## src/rtl/tts_pkg.sv

```systemverilog
// Shared types and constants for the time-triggered task scheduler.
// Used by the interfaces, the controller, the datapath and the top level.
`timescale 1ns / 1ps

package tts_pkg;

  // Table geometry
  localparam int MAX_TASKS    = 16;
  localparam int TIMEOUT_BITS = 16;
  localparam int RECUR_BITS   = 16;
  localparam int IDX_W        = (MAX_TASKS > 1) ? $clog2(MAX_TASKS) : 1;
  localparam int CNT_W        = $clog2(MAX_TASKS + 1);

  // Channel field widths
  localparam int OPCODE_W = 2;
  localparam int ID_W     = 4;
  localparam int KIND_W   = 3;
  localparam int IN_TMO_W = 16;
  localparam int IN_REC_W = 16;

  // Index compare width covers both the input index and the task count
  localparam int IDXCMP_W = (CNT_W > ID_W) ? CNT_W : ID_W;

  // Cap on fired items per tick
  localparam int OUT_MAX = 16;
  localparam int FIRE_W  = $clog2(OUT_MAX + 1);

  typedef enum logic [OPCODE_W-1:0] {
    OP_TICK = 2'd0,
    OP_REG  = 2'd1,
    OP_SET  = 2'd2
  } op_t;

  typedef enum logic [KIND_W-1:0] {
    KIND_FIRED      = 3'd0,
    KIND_NONE       = 3'd1,
    KIND_REGISTERED = 3'd2,
    KIND_FULL       = 3'd3,
    KIND_SET        = 3'd4,
    KIND_BAD        = 3'd5
  } kind_t;

  // One task table entry
  typedef struct packed {
    logic                    en;
    logic [RECUR_BITS-1:0]   period;
    logic [RECUR_BITS-1:0]   count;
    logic [TIMEOUT_BITS-1:0] timeout;
  } task_word_t;

  localparam int WORD_W = $bits(task_word_t);

  typedef enum logic [2:0] {
    ST_IDLE,
    ST_DECODE,
    ST_TICK_RD,
    ST_TICK_EV,
    ST_TICK_END,
    ST_SET_WR,
    ST_REPLY
  } state_t;

  typedef enum logic [1:0] {
    ADDR_SCAN,
    ADDR_IDX,
    ADDR_COUNT
  } addr_sel_t;

  // Controller to datapath
  typedef struct packed {
    logic      load_in;
    addr_sel_t addr_sel;
    logic      ram_rd;
    logic      tick_start;
    logic      tick_eval;
    logic      scan_inc;
    logic      reg_write;
    logic      set_write;
    logic      set_reply;
    kind_t     reply_kind;
    logic      push_reply;
    logic      push_end;
  } ctl_cmd_t;

  // Datapath to controller
  typedef struct packed {
    op_t  op;
    logic full;
    logic idx_ok;
    logic count_zero;
    logic scan_last;
    logic ev_stall;
    logic slot_free;
  } dp_stat_t;

endpackage

```

## src/rtl/tts_in_if.sv

```systemverilog
// Input channel of the task scheduler: valid/ready handshake plus request fields.
// Depends on tts_pkg for field widths.
`timescale 1ns / 1ps

interface tts_in_if;
  logic                          valid;
  logic                          ready;
  logic [tts_pkg::OPCODE_W-1:0]  opcode;
  logic [tts_pkg::ID_W-1:0]      task_index;
  logic [tts_pkg::IN_TMO_W-1:0]  new_timeout;
  logic [tts_pkg::IN_REC_W-1:0]  recurrence;
  logic                          enabled;

  modport source (
    output valid, opcode, task_index, new_timeout, recurrence, enabled,
    input  ready
  );

  modport sink (
    input  valid, opcode, task_index, new_timeout, recurrence, enabled,
    output ready
  );
endinterface

```

## src/rtl/tts_out_if.sv

```systemverilog
// Result channel of the task scheduler: valid/ready handshake plus result fields.
// Depends on tts_pkg for field widths.
`timescale 1ns / 1ps

interface tts_out_if;
  logic                        valid;
  logic                        ready;
  logic [tts_pkg::KIND_W-1:0]  kind;
  logic [tts_pkg::ID_W-1:0]    task_id;
  logic                        last;

  modport source (
    output valid, kind, task_id, last,
    input  ready
  );

  modport sink (
    input  valid, kind, task_id, last,
    output ready
  );
endinterface

```

## src/rtl/tts_ram.sv

```systemverilog
// Generic single-write, single-read RAM with registered read data.
// No dependencies; contents are undefined until written.
`timescale 1ns / 1ps

module tts_ram #(
  parameter int WIDTH = 8,
  parameter int DEPTH = 16
) (
  input  logic                                   clk,
  input  logic                                   wr_en,
  input  logic [((DEPTH > 1) ? $clog2(DEPTH) : 1)-1:0] wr_addr,
  input  logic [WIDTH-1:0]                       wr_data,
  input  logic                                   rd_en,
  input  logic [((DEPTH > 1) ? $clog2(DEPTH) : 1)-1:0] rd_addr,
  output logic [WIDTH-1:0]                       rd_data
);

  logic [WIDTH-1:0] mem [DEPTH];

  // Write port
  always_ff @(posedge clk) begin
    if (wr_en) begin
      mem[wr_addr] <= wr_data;
    end
  end

  // Registered read port, holds when not reading
  always_ff @(posedge clk) begin
    if (rd_en) begin
      rd_data <= mem[rd_addr];
    end
  end

endmodule

```

## src/rtl/tts_ctrl.sv

```systemverilog
// Sequencing controller for the task scheduler.
// Depends on tts_pkg; drives command struct to tts_dp and reads its status.
`timescale 1ns / 1ps

module tts_ctrl (
  input  logic              clk,
  input  logic              rst_n,
  input  logic              in_valid,
  output logic              in_ready,
  input  tts_pkg::dp_stat_t stat,
  output tts_pkg::ctl_cmd_t cmd
);

  tts_pkg::state_t state_r, state_nxt;

  // State register
  always_ff @(posedge clk) begin
    if (!rst_n) begin
      state_r <= tts_pkg::ST_IDLE;
    end else begin
      state_r <= state_nxt;
    end
  end

  // Next state and commands
  always_comb begin
    state_nxt = state_r;
    cmd       = '0;
    in_ready  = 1'b0;
    case (state_r)
      tts_pkg::ST_IDLE: begin
        // take no item while reset is held
        in_ready = rst_n;
        if (in_valid && rst_n) begin
          cmd.load_in = 1'b1;
          state_nxt   = tts_pkg::ST_DECODE;
        end
      end
      tts_pkg::ST_DECODE: begin
        case (stat.op)
          tts_pkg::OP_TICK: begin
            cmd.tick_start = 1'b1;
            state_nxt = stat.count_zero ? tts_pkg::ST_TICK_END : tts_pkg::ST_TICK_RD;
          end
          tts_pkg::OP_REG: begin
            cmd.addr_sel  = tts_pkg::ADDR_COUNT;
            cmd.set_reply = 1'b1;
            if (stat.full) begin
              cmd.reply_kind = tts_pkg::KIND_FULL;
            end else begin
              cmd.reg_write  = 1'b1;
              cmd.reply_kind = tts_pkg::KIND_REGISTERED;
            end
            state_nxt = tts_pkg::ST_REPLY;
          end
          tts_pkg::OP_SET: begin
            cmd.addr_sel = tts_pkg::ADDR_IDX;
            if (stat.idx_ok) begin
              cmd.ram_rd = 1'b1;
              state_nxt  = tts_pkg::ST_SET_WR;
            end else begin
              cmd.set_reply  = 1'b1;
              cmd.reply_kind = tts_pkg::KIND_BAD;
              state_nxt      = tts_pkg::ST_REPLY;
            end
          end
          default: begin
            // unused opcode: drop silently
            state_nxt = tts_pkg::ST_IDLE;
          end
        endcase
      end
      tts_pkg::ST_TICK_RD: begin
        cmd.addr_sel = tts_pkg::ADDR_SCAN;
        cmd.ram_rd   = 1'b1;
        state_nxt    = tts_pkg::ST_TICK_EV;
      end
      tts_pkg::ST_TICK_EV: begin
        cmd.addr_sel = tts_pkg::ADDR_SCAN;
        if (!stat.ev_stall) begin
          cmd.tick_eval = 1'b1;
          if (stat.scan_last) begin
            state_nxt = tts_pkg::ST_TICK_END;
          end else begin
            cmd.scan_inc = 1'b1;
            state_nxt    = tts_pkg::ST_TICK_RD;
          end
        end
      end
      tts_pkg::ST_TICK_END: begin
        if (stat.slot_free) begin
          cmd.push_end = 1'b1;
          state_nxt    = tts_pkg::ST_IDLE;
        end
      end
      tts_pkg::ST_SET_WR: begin
        cmd.addr_sel   = tts_pkg::ADDR_IDX;
        cmd.set_write  = 1'b1;
        cmd.set_reply  = 1'b1;
        cmd.reply_kind = tts_pkg::KIND_SET;
        state_nxt      = tts_pkg::ST_REPLY;
      end
      tts_pkg::ST_REPLY: begin
        if (stat.slot_free) begin
          cmd.push_reply = 1'b1;
          state_nxt      = tts_pkg::ST_IDLE;
        end
      end
      default: begin
        state_nxt = tts_pkg::ST_IDLE;
      end
    endcase
  end

endmodule

```

## src/rtl/tts_dp.sv

```systemverilog
// Datapath of the task scheduler: request latch, task table RAM, tick evaluation,
// held fired item and output register. Depends on tts_pkg and tts_ram.
`timescale 1ns / 1ps

module tts_dp (
  input  logic                          clk,
  input  logic                          rst_n,
  input  tts_pkg::ctl_cmd_t             cmd,
  output tts_pkg::dp_stat_t             stat,
  input  logic [tts_pkg::OPCODE_W-1:0]  in_opcode,
  input  logic [tts_pkg::ID_W-1:0]      in_task_index,
  input  logic [tts_pkg::IN_TMO_W-1:0]  in_new_timeout,
  input  logic [tts_pkg::IN_REC_W-1:0]  in_recurrence,
  input  logic                          in_enabled,
  input  logic                          out_ready,
  output logic                          out_valid,
  output logic [tts_pkg::KIND_W-1:0]    out_kind,
  output logic [tts_pkg::ID_W-1:0]      out_task_id,
  output logic                          out_last
);

  // Latched request
  tts_pkg::op_t                     op_r;
  logic [tts_pkg::ID_W-1:0]         idx_r;
  logic [tts_pkg::TIMEOUT_BITS-1:0] tmo_r;
  logic [tts_pkg::RECUR_BITS-1:0]   rec_r;
  logic                             en_r;

  // Control state
  logic [tts_pkg::CNT_W-1:0]  task_count_r, task_count_nxt;
  logic [tts_pkg::CNT_W-1:0]  scan_r, scan_nxt;
  logic                       held_valid_r, held_valid_nxt;
  logic [tts_pkg::ID_W-1:0]   held_id_r, held_id_nxt;
  logic [tts_pkg::FIRE_W-1:0] fire_n_r, fire_n_nxt;
  logic                       out_valid_r, out_valid_nxt;

  // Payload registers
  tts_pkg::kind_t           reply_kind_r;
  logic [tts_pkg::ID_W-1:0] reply_id_r;
  tts_pkg::kind_t           out_kind_r, out_kind_nxt;
  logic [tts_pkg::ID_W-1:0] out_id_r, out_id_nxt;
  logic                     out_last_r, out_last_nxt;

  // RAM signals
  logic [tts_pkg::IDX_W-1:0]  ram_addr;
  logic                       ram_wr_en;
  tts_pkg::task_word_t        ram_wr_word;
  logic [tts_pkg::WORD_W-1:0] ram_rd_data;
  tts_pkg::task_word_t        rd_word;

  // Tick evaluation
  logic [tts_pkg::TIMEOUT_BITS-1:0] tmo_dec;
  logic [tts_pkg::RECUR_BITS-1:0]   cnt_inc;
  logic                             fire;
  logic                             emit_ok;
  logic                             tick_push;
  tts_pkg::task_word_t              ev_word;
  tts_pkg::task_word_t              set_word;
  tts_pkg::task_word_t              reg_word;

  logic slot_free;
  logic push_w;

  // Latch the accepted request
  always_ff @(posedge clk) begin
    if (cmd.load_in) begin
      op_r  <= tts_pkg::op_t'(in_opcode);
      idx_r <= in_task_index;
      tmo_r <= tts_pkg::TIMEOUT_BITS'(in_new_timeout);
      rec_r <= tts_pkg::RECUR_BITS'(in_recurrence);
      en_r  <= in_enabled;
    end
  end

  // Select the table address
  always_comb begin
    case (cmd.addr_sel)
      tts_pkg::ADDR_SCAN:  ram_addr = scan_r[tts_pkg::IDX_W-1:0];
      tts_pkg::ADDR_IDX:   ram_addr = tts_pkg::IDX_W'(idx_r);
      tts_pkg::ADDR_COUNT: ram_addr = task_count_r[tts_pkg::IDX_W-1:0];
      default:             ram_addr = scan_r[tts_pkg::IDX_W-1:0];
    endcase
  end

  // Evaluate one task entry for a tick
  assign rd_word = tts_pkg::task_word_t'(ram_rd_data);
  assign tmo_dec = (rd_word.timeout != '0) ?
                   (rd_word.timeout - tts_pkg::TIMEOUT_BITS'(1)) : '0;
  assign cnt_inc = rd_word.count + tts_pkg::RECUR_BITS'(1);
  assign fire    = rd_word.en && (tmo_dec == '0) && (rd_word.period != '0) &&
                   (cnt_inc >= rd_word.period);
  assign emit_ok = fire_n_r < tts_pkg::FIRE_W'(tts_pkg::OUT_MAX);

  always_comb begin
    ev_word         = rd_word;
    ev_word.timeout = tmo_dec;
    if (tmo_dec == '0) begin
      if (rd_word.period == '0 || fire) begin
        ev_word.count = '0;
      end else begin
        ev_word.count = cnt_inc;
      end
    end
  end

  // Build the words for set and register
  always_comb begin
    set_word         = rd_word;
    set_word.timeout = tmo_r;
    reg_word.en      = en_r;
    reg_word.period  = rec_r;
    reg_word.count   = '0;
    reg_word.timeout = tmo_r;
  end

  // Write data and enable
  always_comb begin
    ram_wr_en   = 1'b0;
    ram_wr_word = reg_word;
    if (cmd.reg_write) begin
      ram_wr_en   = 1'b1;
      ram_wr_word = reg_word;
    end else if (cmd.set_write) begin
      ram_wr_en   = 1'b1;
      ram_wr_word = set_word;
    end else if (cmd.tick_eval) begin
      ram_wr_en   = rd_word.en;
      ram_wr_word = ev_word;
    end
  end

  tts_ram #(
    .WIDTH (tts_pkg::WORD_W),
    .DEPTH (tts_pkg::MAX_TASKS)
  ) u_table (
    .clk     (clk),
    .wr_en   (ram_wr_en),
    .wr_addr (ram_addr),
    .wr_data (ram_wr_word),
    .rd_en   (cmd.ram_rd),
    .rd_addr (ram_addr),
    .rd_data (ram_rd_data)
  );

  // Output slot and push selection
  assign slot_free = !out_valid_r || out_ready;
  assign tick_push = cmd.tick_eval && fire && emit_ok && held_valid_r;
  assign push_w    = cmd.push_reply || cmd.push_end || tick_push;

  // Count, scan, held item and output register
  always_comb begin
    task_count_nxt = task_count_r;
    scan_nxt       = scan_r;
    held_valid_nxt = held_valid_r;
    held_id_nxt    = held_id_r;
    fire_n_nxt     = fire_n_r;
    out_valid_nxt  = out_valid_r;
    out_kind_nxt   = out_kind_r;
    out_id_nxt     = out_id_r;
    out_last_nxt   = out_last_r;

    if (cmd.reg_write) begin
      task_count_nxt = task_count_r + tts_pkg::CNT_W'(1);
    end

    if (cmd.tick_start) begin
      scan_nxt       = '0;
      held_valid_nxt = 1'b0;
      fire_n_nxt     = '0;
    end else if (cmd.scan_inc) begin
      scan_nxt = scan_r + tts_pkg::CNT_W'(1);
    end

    // a new firing displaces the held one toward the output
    if (cmd.tick_eval && fire && emit_ok) begin
      held_valid_nxt = 1'b1;
      held_id_nxt    = tts_pkg::ID_W'(scan_r);
      fire_n_nxt     = fire_n_r + tts_pkg::FIRE_W'(1);
    end
    if (cmd.push_end) begin
      held_valid_nxt = 1'b0;
    end

    if (push_w) begin
      out_valid_nxt = 1'b1;
      if (cmd.push_reply) begin
        out_kind_nxt = reply_kind_r;
        out_id_nxt   = reply_id_r;
        out_last_nxt = 1'b1;
      end else if (cmd.push_end) begin
        out_kind_nxt = held_valid_r ? tts_pkg::KIND_FIRED : tts_pkg::KIND_NONE;
        out_id_nxt   = held_valid_r ? held_id_r : '0;
        out_last_nxt = 1'b1;
      end else begin
        out_kind_nxt = tts_pkg::KIND_FIRED;
        out_id_nxt   = held_id_r;
        out_last_nxt = 1'b0;
      end
    end else if (out_ready) begin
      out_valid_nxt = 1'b0;
    end
  end

  always_ff @(posedge clk) begin
    if (!rst_n) begin
      task_count_r <= '0;
      scan_r       <= '0;
      held_valid_r <= 1'b0;
      fire_n_r     <= '0;
      out_valid_r  <= 1'b0;
    end else begin
      task_count_r <= task_count_nxt;
      scan_r       <= scan_nxt;
      held_valid_r <= held_valid_nxt;
      fire_n_r     <= fire_n_nxt;
      out_valid_r  <= out_valid_nxt;
    end
  end

  always_ff @(posedge clk) begin
    held_id_r  <= held_id_nxt;
    out_kind_r <= out_kind_nxt;
    out_id_r   <= out_id_nxt;
    out_last_r <= out_last_nxt;
  end

  // Capture the single-item reply
  always_ff @(posedge clk) begin
    if (cmd.set_reply) begin
      reply_kind_r <= cmd.reply_kind;
      case (cmd.reply_kind)
        tts_pkg::KIND_REGISTERED: reply_id_r <= tts_pkg::ID_W'(task_count_r);
        tts_pkg::KIND_SET:        reply_id_r <= idx_r;
        tts_pkg::KIND_BAD:        reply_id_r <= idx_r;
        default:                  reply_id_r <= '0;
      endcase
    end
  end

  // Status to the controller
  always_comb begin
    stat.op         = op_r;
    stat.full       = task_count_r == tts_pkg::CNT_W'(tts_pkg::MAX_TASKS);
    stat.idx_ok     = tts_pkg::IDXCMP_W'(idx_r) < tts_pkg::IDXCMP_W'(task_count_r);
    stat.count_zero = task_count_r == '0;
    stat.scan_last  = (scan_r + tts_pkg::CNT_W'(1)) == task_count_r;
    stat.ev_stall   = fire && emit_ok && held_valid_r && !slot_free;
    stat.slot_free  = slot_free;
  end

  assign out_valid   = out_valid_r;
  assign out_kind    = out_kind_r;
  assign out_task_id = out_id_r;
  assign out_last    = out_last_r;

  // Checks
  a_count_bound: assert property (@(posedge clk) disable iff (!rst_n)
    task_count_r <= tts_pkg::CNT_W'(tts_pkg::MAX_TASKS))
    else $error("task count beyond table size");

  a_fire_bound: assert property (@(posedge clk) disable iff (!rst_n)
    fire_n_r <= tts_pkg::FIRE_W'(tts_pkg::OUT_MAX))
    else $error("fired item count beyond cap");

  a_push_slot: assert property (@(posedge clk) disable iff (!rst_n)
    push_w |-> slot_free)
    else $error("item pushed over an unaccepted result");

  a_end_clears_held: assert property (@(posedge clk) disable iff (!rst_n)
    cmd.push_end |=> !held_valid_r)
    else $error("held fired item survived the end of a tick");

  a_reg_increments: assert property (@(posedge clk) disable iff (!rst_n)
    cmd.reg_write |=> task_count_r == $past(task_count_r) + tts_pkg::CNT_W'(1))
    else $error("registration did not advance the task count");

endmodule

```

## src/rtl/time_triggered_task_scheduler_unit.sv

```systemverilog
// Top level of the time-triggered task scheduler: controller plus datapath.
// Depends on tts_pkg, tts_in_if, tts_out_if, tts_ctrl and tts_dp.
//
// Usage: requests arrive on in_if (valid/ready), results leave on out_if
// (valid/ready). Opcode 0 is a tick, 1 registers a task, 2 sets a task's
// timeout; opcode 3 is taken and dropped with no result.
// One request is worked at a time; in_if.ready is high only while idle.
// Register and set requests answer with one item. A tick walks the task
// table in index order through one read-modify-write RAM port, reading and
// evaluating each registered task in turn, and then gives its last item.
// Fired items come out in index order; the final item of every request
// has last set, and a tick with no firing gives one "none" item.
// A result register sits on out_if; the block keeps working while a result
// waits, and stalls its table walk only when a second item is ready to go.
// Synchronous active-low reset empties the table (task count zero) and the
// output; the table RAM itself is not cleared and needs no clearing pass.
`timescale 1ns / 1ps

module time_triggered_task_scheduler_unit (
  input  logic       clk,
  input  logic       rst_n,
  tts_in_if.sink     in_if,
  tts_out_if.source  out_if
);

  tts_pkg::ctl_cmd_t cmd;
  tts_pkg::dp_stat_t stat;
  logic              ready_w;

  // Sequence each request
  tts_ctrl u_ctrl (
    .clk      (clk),
    .rst_n    (rst_n),
    .in_valid (in_if.valid),
    .in_ready (ready_w),
    .stat     (stat),
    .cmd      (cmd)
  );

  assign in_if.ready = ready_w;

  // Table, evaluation and result register
  tts_dp u_dp (
    .clk            (clk),
    .rst_n          (rst_n),
    .cmd            (cmd),
    .stat           (stat),
    .in_opcode      (in_if.opcode),
    .in_task_index  (in_if.task_index),
    .in_new_timeout (in_if.new_timeout),
    .in_recurrence  (in_if.recurrence),
    .in_enabled     (in_if.enabled),
    .out_ready      (out_if.ready),
    .out_valid      (out_if.valid),
    .out_kind       (out_if.kind),
    .out_task_id    (out_if.task_id),
    .out_last       (out_if.last)
  );

endmodule
```

## src/flat_wrapper.sv

```systemverilog
// flat-port wrapper written by rule: the top's interface ports become plain ports
module time_triggered_task_scheduler_unit_flat 
  (clk, rst_n, in_if_valid, in_if_opcode, in_if_task_index, in_if_new_timeout, in_if_recurrence, in_if_enabled, in_if_ready, out_if_valid, out_if_kind, out_if_task_id, out_if_last, out_if_ready);
  tts_in_if in_if_i ();
  tts_out_if out_if_i ();
  input  logic clk;
  input  logic rst_n;
  input wire logic [$bits(in_if_i.valid)-1:0] in_if_valid;
  input wire logic [$bits(in_if_i.opcode)-1:0] in_if_opcode;
  input wire logic [$bits(in_if_i.task_index)-1:0] in_if_task_index;
  input wire logic [$bits(in_if_i.new_timeout)-1:0] in_if_new_timeout;
  input wire logic [$bits(in_if_i.recurrence)-1:0] in_if_recurrence;
  input wire logic [$bits(in_if_i.enabled)-1:0] in_if_enabled;
  output wire logic [$bits(in_if_i.ready)-1:0] in_if_ready;
  output wire logic [$bits(out_if_i.valid)-1:0] out_if_valid;
  output wire logic [$bits(out_if_i.kind)-1:0] out_if_kind;
  output wire logic [$bits(out_if_i.task_id)-1:0] out_if_task_id;
  output wire logic [$bits(out_if_i.last)-1:0] out_if_last;
  input wire logic [$bits(out_if_i.ready)-1:0] out_if_ready;
  assign in_if_i.valid = in_if_valid;
  assign in_if_i.opcode = in_if_opcode;
  assign in_if_i.task_index = in_if_task_index;
  assign in_if_i.new_timeout = in_if_new_timeout;
  assign in_if_i.recurrence = in_if_recurrence;
  assign in_if_i.enabled = in_if_enabled;
  assign in_if_ready = in_if_i.ready;
  assign out_if_valid = out_if_i.valid;
  assign out_if_kind = out_if_i.kind;
  assign out_if_task_id = out_if_i.task_id;
  assign out_if_last = out_if_i.last;
  assign out_if_i.ready = out_if_ready;
  time_triggered_task_scheduler_unit u_core (.clk(clk), .rst_n(rst_n), .in_if(in_if_i), .out_if(out_if_i));
endmodule
```

## config.mk

```make
export PLATFORM = sky130hd
export DESIGN_NAME = time_triggered_task_scheduler_unit_flat
export DESIGN_NICKNAME = d
export VERILOG_FILES = /design/src/rtl/tts_pkg.sv /design/src/rtl/tts_in_if.sv /design/src/rtl/tts_out_if.sv /design/src/rtl/tts_ram.sv /design/src/rtl/tts_ctrl.sv /design/src/rtl/tts_dp.sv /design/src/rtl/time_triggered_task_scheduler_unit.sv /design/src/flat_wrapper.sv
export SDC_FILE = /design/constraint.sdc
export NUM_CORES = 1
export LEC_CHECK = 0
export ABC_AREA = 1
export BUFFER_PORTS_ARGS = -buffer_cell sky130_fd_sc_hd__buf_2
export CORE_ASPECT_RATIO = 1.2
export CORE_MARGIN = 1
export CORE_UTILIZATION = 45
export DETAILED_ROUTE_END_ITERATION = 10
export HOLD_SLACK_MARGIN = 0.1
export PLACE_DENSITY_LB_ADDON = 0.12
export SYNTH_ARGS = -nofsm -noshare
export SYNTH_HDL_FRONTEND = slang
export SYNTH_SLANG_ARGS = --single-unit
```

## constraint.sdc

```tcl
create_clock -name clk -period 8.1 [get_ports clk]
set_input_delay 1.62 -clock clk [delete_from_list [all_inputs] [get_ports clk]]
set_output_delay 1.62 -clock clk [all_outputs]
set_load 0.005 [all_outputs]
```

==> impl_metrics.json <==
{
  "cp_slowest_cell": "nor2_4",
  "max_cap_viol_count": 0,
  "first_iter_violations": 2003,
  "swShare_pct": 31.8,
  "p_leak_nw": 13.4,
  "wl_mm": 98.1,
  "rsz0062_at_grt": "no",
  "ant_nets": 0,
  "fp.dieH_um": 310,
  "p_per_area_nw_per_um2": 325,
  "clock_skew_ns": 0.0303,
  "avgSynthCellArea_um2": 15.1,
  "dr.pass1.iters": 7,
  "ys_top_cells_by_count": "891 x edfxtp_1, 393 x a22oi_1, 206 x nand2_1",
  "diodes": 0,
  "die_w_um": 259,
  "cpPeakStageDelay_ns": 0.93,
  "cp.buffers_inverters": 2,
  "numCtsBuffers": 92,
  "top_level_ports": 53,
  "wl_met3_mm": 5.84,
  "post-route-period-util_pct": 71.5,
  "cts_root_buffer": "clkbuf_16",
  "layout_setup_ws_ns": 2.31,
  "gp_congestion": 0.894,
  "crit_required_ns": 8.41,
  "track_usage_pct": 24.5,
  "async_flop_share_pct": 0,
  "power_mw": 13.1,
  "worstSkewPairLatency_ns": 0.67,
  "dp_hpwl_mm": 58.3,
  "regToRegSetupSlack_ns": 2.31,
  "max-vdd-ir-drop_mv": 0.220,
  "worst_pin_slew_ns": 1.31,
  "p_switching_mw": 4.17,
  "yosys_most_used_dff": "edfxtp_1",
  "cts_resized": 0,
  "hold_viol": 0,
  "tns_ns": 0,
  "critPathCaptureType": "register",
  "met1_length_mm": 40.1,
  "fin_nets": 2525,
  "pwr-share-comb_pct": 23.6,
  "outcome": "completed",
  "grt_max_degree": 145,
  "critPathTopFamily": "simple AND/OR/NAND/NOR gates",
  "cts_num_sinks": 911,
  "routed_via_density": 5.95,
  "dieArea_um2": 80400,
  "worstHoldEndpoint": "u_core.u_dp.fire_n_r[3]",
  "routed.top_layer": "met4",
  "hold_path.class": "reg2reg",
  "crit_fanout": 26,
  "clkPwrFrac_pct": 32.0,
  "period_minus_slack_ns": 5.79,
  "cts_setup_buffers": 0,
  "ys_types": 45,
  "grt.overflow.total": 0,
  "maxSlewHeadroom_pct": 12.4,
  "syn_inst": 2371,
  "slew_violations": 0,
  "dr_wl_met2_mm": 48.8,
  "crit_arrival_ns": 6.10,
  "htree_levels": 3,
  "hold_path_depth": 2,
  "yosysTopAreaCell": "edfxtp_1",
  "rr_startpoint": "u_core.u_dp.u_table.rd_data[18]",
  "synthesis.nets": 2446,
  "antenna_found_initial": 0,
  "synth_area_um2": 35700,
  "seqPwrFrac_pct": 44.4,
  "synth_top_area_share_pct": 75.0,
  "cts_buffer_depth": 3,
  "start_util_pct": 45.6,
  "cts_tree": "done",
  "synth_seq_area_share_pct": 76.1,
  "internal_power_mw": 8.92,
  "yosysWarnings": 0,
  "vias": 21100,
  "cp_common_cell": "nand2_1",
  "r2r_cells": 21,
  "grt_pass1_vias": 21100,
  "numPortBuffers": 52,
  "ys_ff_latch": 911,
  "synthTopCellsByArea": "edfxtp_1 75%, a22oi_1 8.3%, a21oi_1 2.8%",
  "startpoint_type": "register",
  "ctsHoldBuffers": 0,
  "area_growth_syn_to_layout_pct": 12.9,
  "num_rows": 112,
  "drc_errors": 0,
  "grt_pass1_wl_mm": 143,
  "crit_type": "reg2reg",
  "clkTransAtPathRegs_ns": 0.06,
  "pre_cts_slack_ns": 2.28,
  "yosysMostFrequentCell": "edfxtp_1",
  "synth_edf_count": 891,
  "drive_gt1_share_pct": 12.5,
  "fmax_mhz": 173,
  "worstHoldStart": "u_core.u_dp.fire_n_r[3]",
  "core_um2": 78200,
  "setup_viol": 0,
  "rr_endpoint": "u_core.u_dp.u_table.mem[11][10]",
  "wire_per_inst_um": 27.6,
  "crit_chain": "inv_1 -> nor3_1 -> nand3_1 -> nor3_1 -> nand2_1 -> nor2_1 -> nand3_1 -> xor2_1 -> ha_1 -> a21oi_1 -> o21ai_0 -> a21oi_1 -> nand2_1 -> nor2_1 -> nor3_4 -> nand2_4 -> nand3_1 -> nand2_1 -> nand2_1 -> nor2_4 -> buf_4"
}
-- sequential cells by signal (all words and copies together) (netlist names), 5 cells and up --
signal	count
u_core.u_dp.u_table.mem	784
u_core.u_dp.tmo_r	16
u_core.u_dp.rec_r	16
u_core.u_dp.task_count_r	5
u_core.u_dp.fire_n_r	5
u_core.u_dp.u_table.rd_data	49
u_core.u_dp.scan_r	5
-- routing by layer --
layer / vias up / global-route usage, %
met5: - / 0
met4: 0 / 9.47
met3: 150 / 3.58
met2: 739 / 41.9
met1: 10800 / 31.6
li1: 9452 / -
-- worst min-delay path: cells and delay by family, from the launching register on --
family | cells | cell delay, ns
AOI/OAI and AO/OA | 1 | 0.06
and+or+nand+nor | 1 | 0.08
DFF | 1 | 0.33
-- layout by cell type, fill, tap and decap left out, types with 4 or more instances in the layout --
master / count
nand2_4: 6
clkbuf_16: 92
o21ai_0: 49
buf_4: 52
clkinvlp_4: 7
xor2_1: 15
a21o_1: 4
nand2_1: 204
nand4_1: 16
buf_2: 52
nand2_2: 12
clkbuf_1: 20
a21oi_1: 197
a2111o_1: 49
edfxtp_1: 891
inv_1: 120
nor2_2: 5
clkinv_8: 4
o21ai_1: 17
nor2_4: 21
nor2_1: 77
clkinv_2: 17
dfxtp_1: 20
nor3_1: 9
o21bai_1: 4
inv_6: 4
bufinv_16: 8
a21boi_0: 4
ha_1: 32
clkinv_1: 18
nor4_1: 4
a22oi_1: 393
o21ai_2: 11
nand3_2: 7
nand3_1: 56
-- worst max-delay path by stage --
stage	startpoint	end	slack, ns	cells after the start
6_report	u_core.u_dp.u_table.rd_data[18]	u_core.u_dp.u_table.mem[11][10]	2.31	21
5_1_grt	u_core.u_dp.u_table.rd_data[18]	u_core.u_dp.u_table.mem[11][10]	1.87	21
4_1_cts	u_core.u_dp.u_table.rd_data[18]	u_core.u_dp.u_table.mem[11][45]	2.25	21
3_5_place_dp	u_core.u_dp.u_table.rd_data[18]	u_core.u_dp.u_table.mem[11][45]	2.28	21
3_3_place_gp	u_core.u_dp.u_table.rd_data[18]	u_core.u_dp.u_table.mem[11][10]	2.35	21
2_1_floorplan	u_core.u_dp.u_table.rd_data[18]	u_core.u_dp.u_table.mem[10][0]	2.62	20
-- kinds of logic after synthesis --
group	synth area share, %
fa+ha+maj	1.12
flops	76.1
xor+xnor	0.442
compound gates	14.2
buf+inv	2.79
simple gates	5.34
-- stage by stage --
| stage | area, µm² | util (%) | std cells | hold slack [ns] |
|---|---|---|---|---|
| floorplan | 35700 | - | 2371 | 0.448 |
| global placement | 37300 | 47.8 | 3382 | 0.488 |
| detailed placement | 37300 | 47.8 | 3382 | 0.505 |
| CTS | 40300 | 51.5 | 3553 | 0.513 |
| global route | 40300 | 51.5 | 3553 | 0.543 |
| finish | 40300 | 51.5 | 3553 | 0.513 |
-- power groups by stage --
stage	logic [mW]	registers [mW]	clock network [mW]
finish	3.09	5.81	4.19
global route	3.33	5.83	4.45
CTS	3.12	5.81	4.26
detailed placement	3.10	5.91	0
global placement	3.08	5.90	0
floorplan	1.87	5.87	0
-- area by class of cell --
class / count / area (µm²)
fill: 6469 / 37900
inverter: 126 / 495
tap: 1026 / 1280
clock inverter: 58 / 561
timing repair buffer: 106 / 691
multi-input combinational: 1213 / 7720
clock buffer: 113 / 2390
sequential: 911 / 27200
No activity file was read; power rests on OpenSTA's default activity.
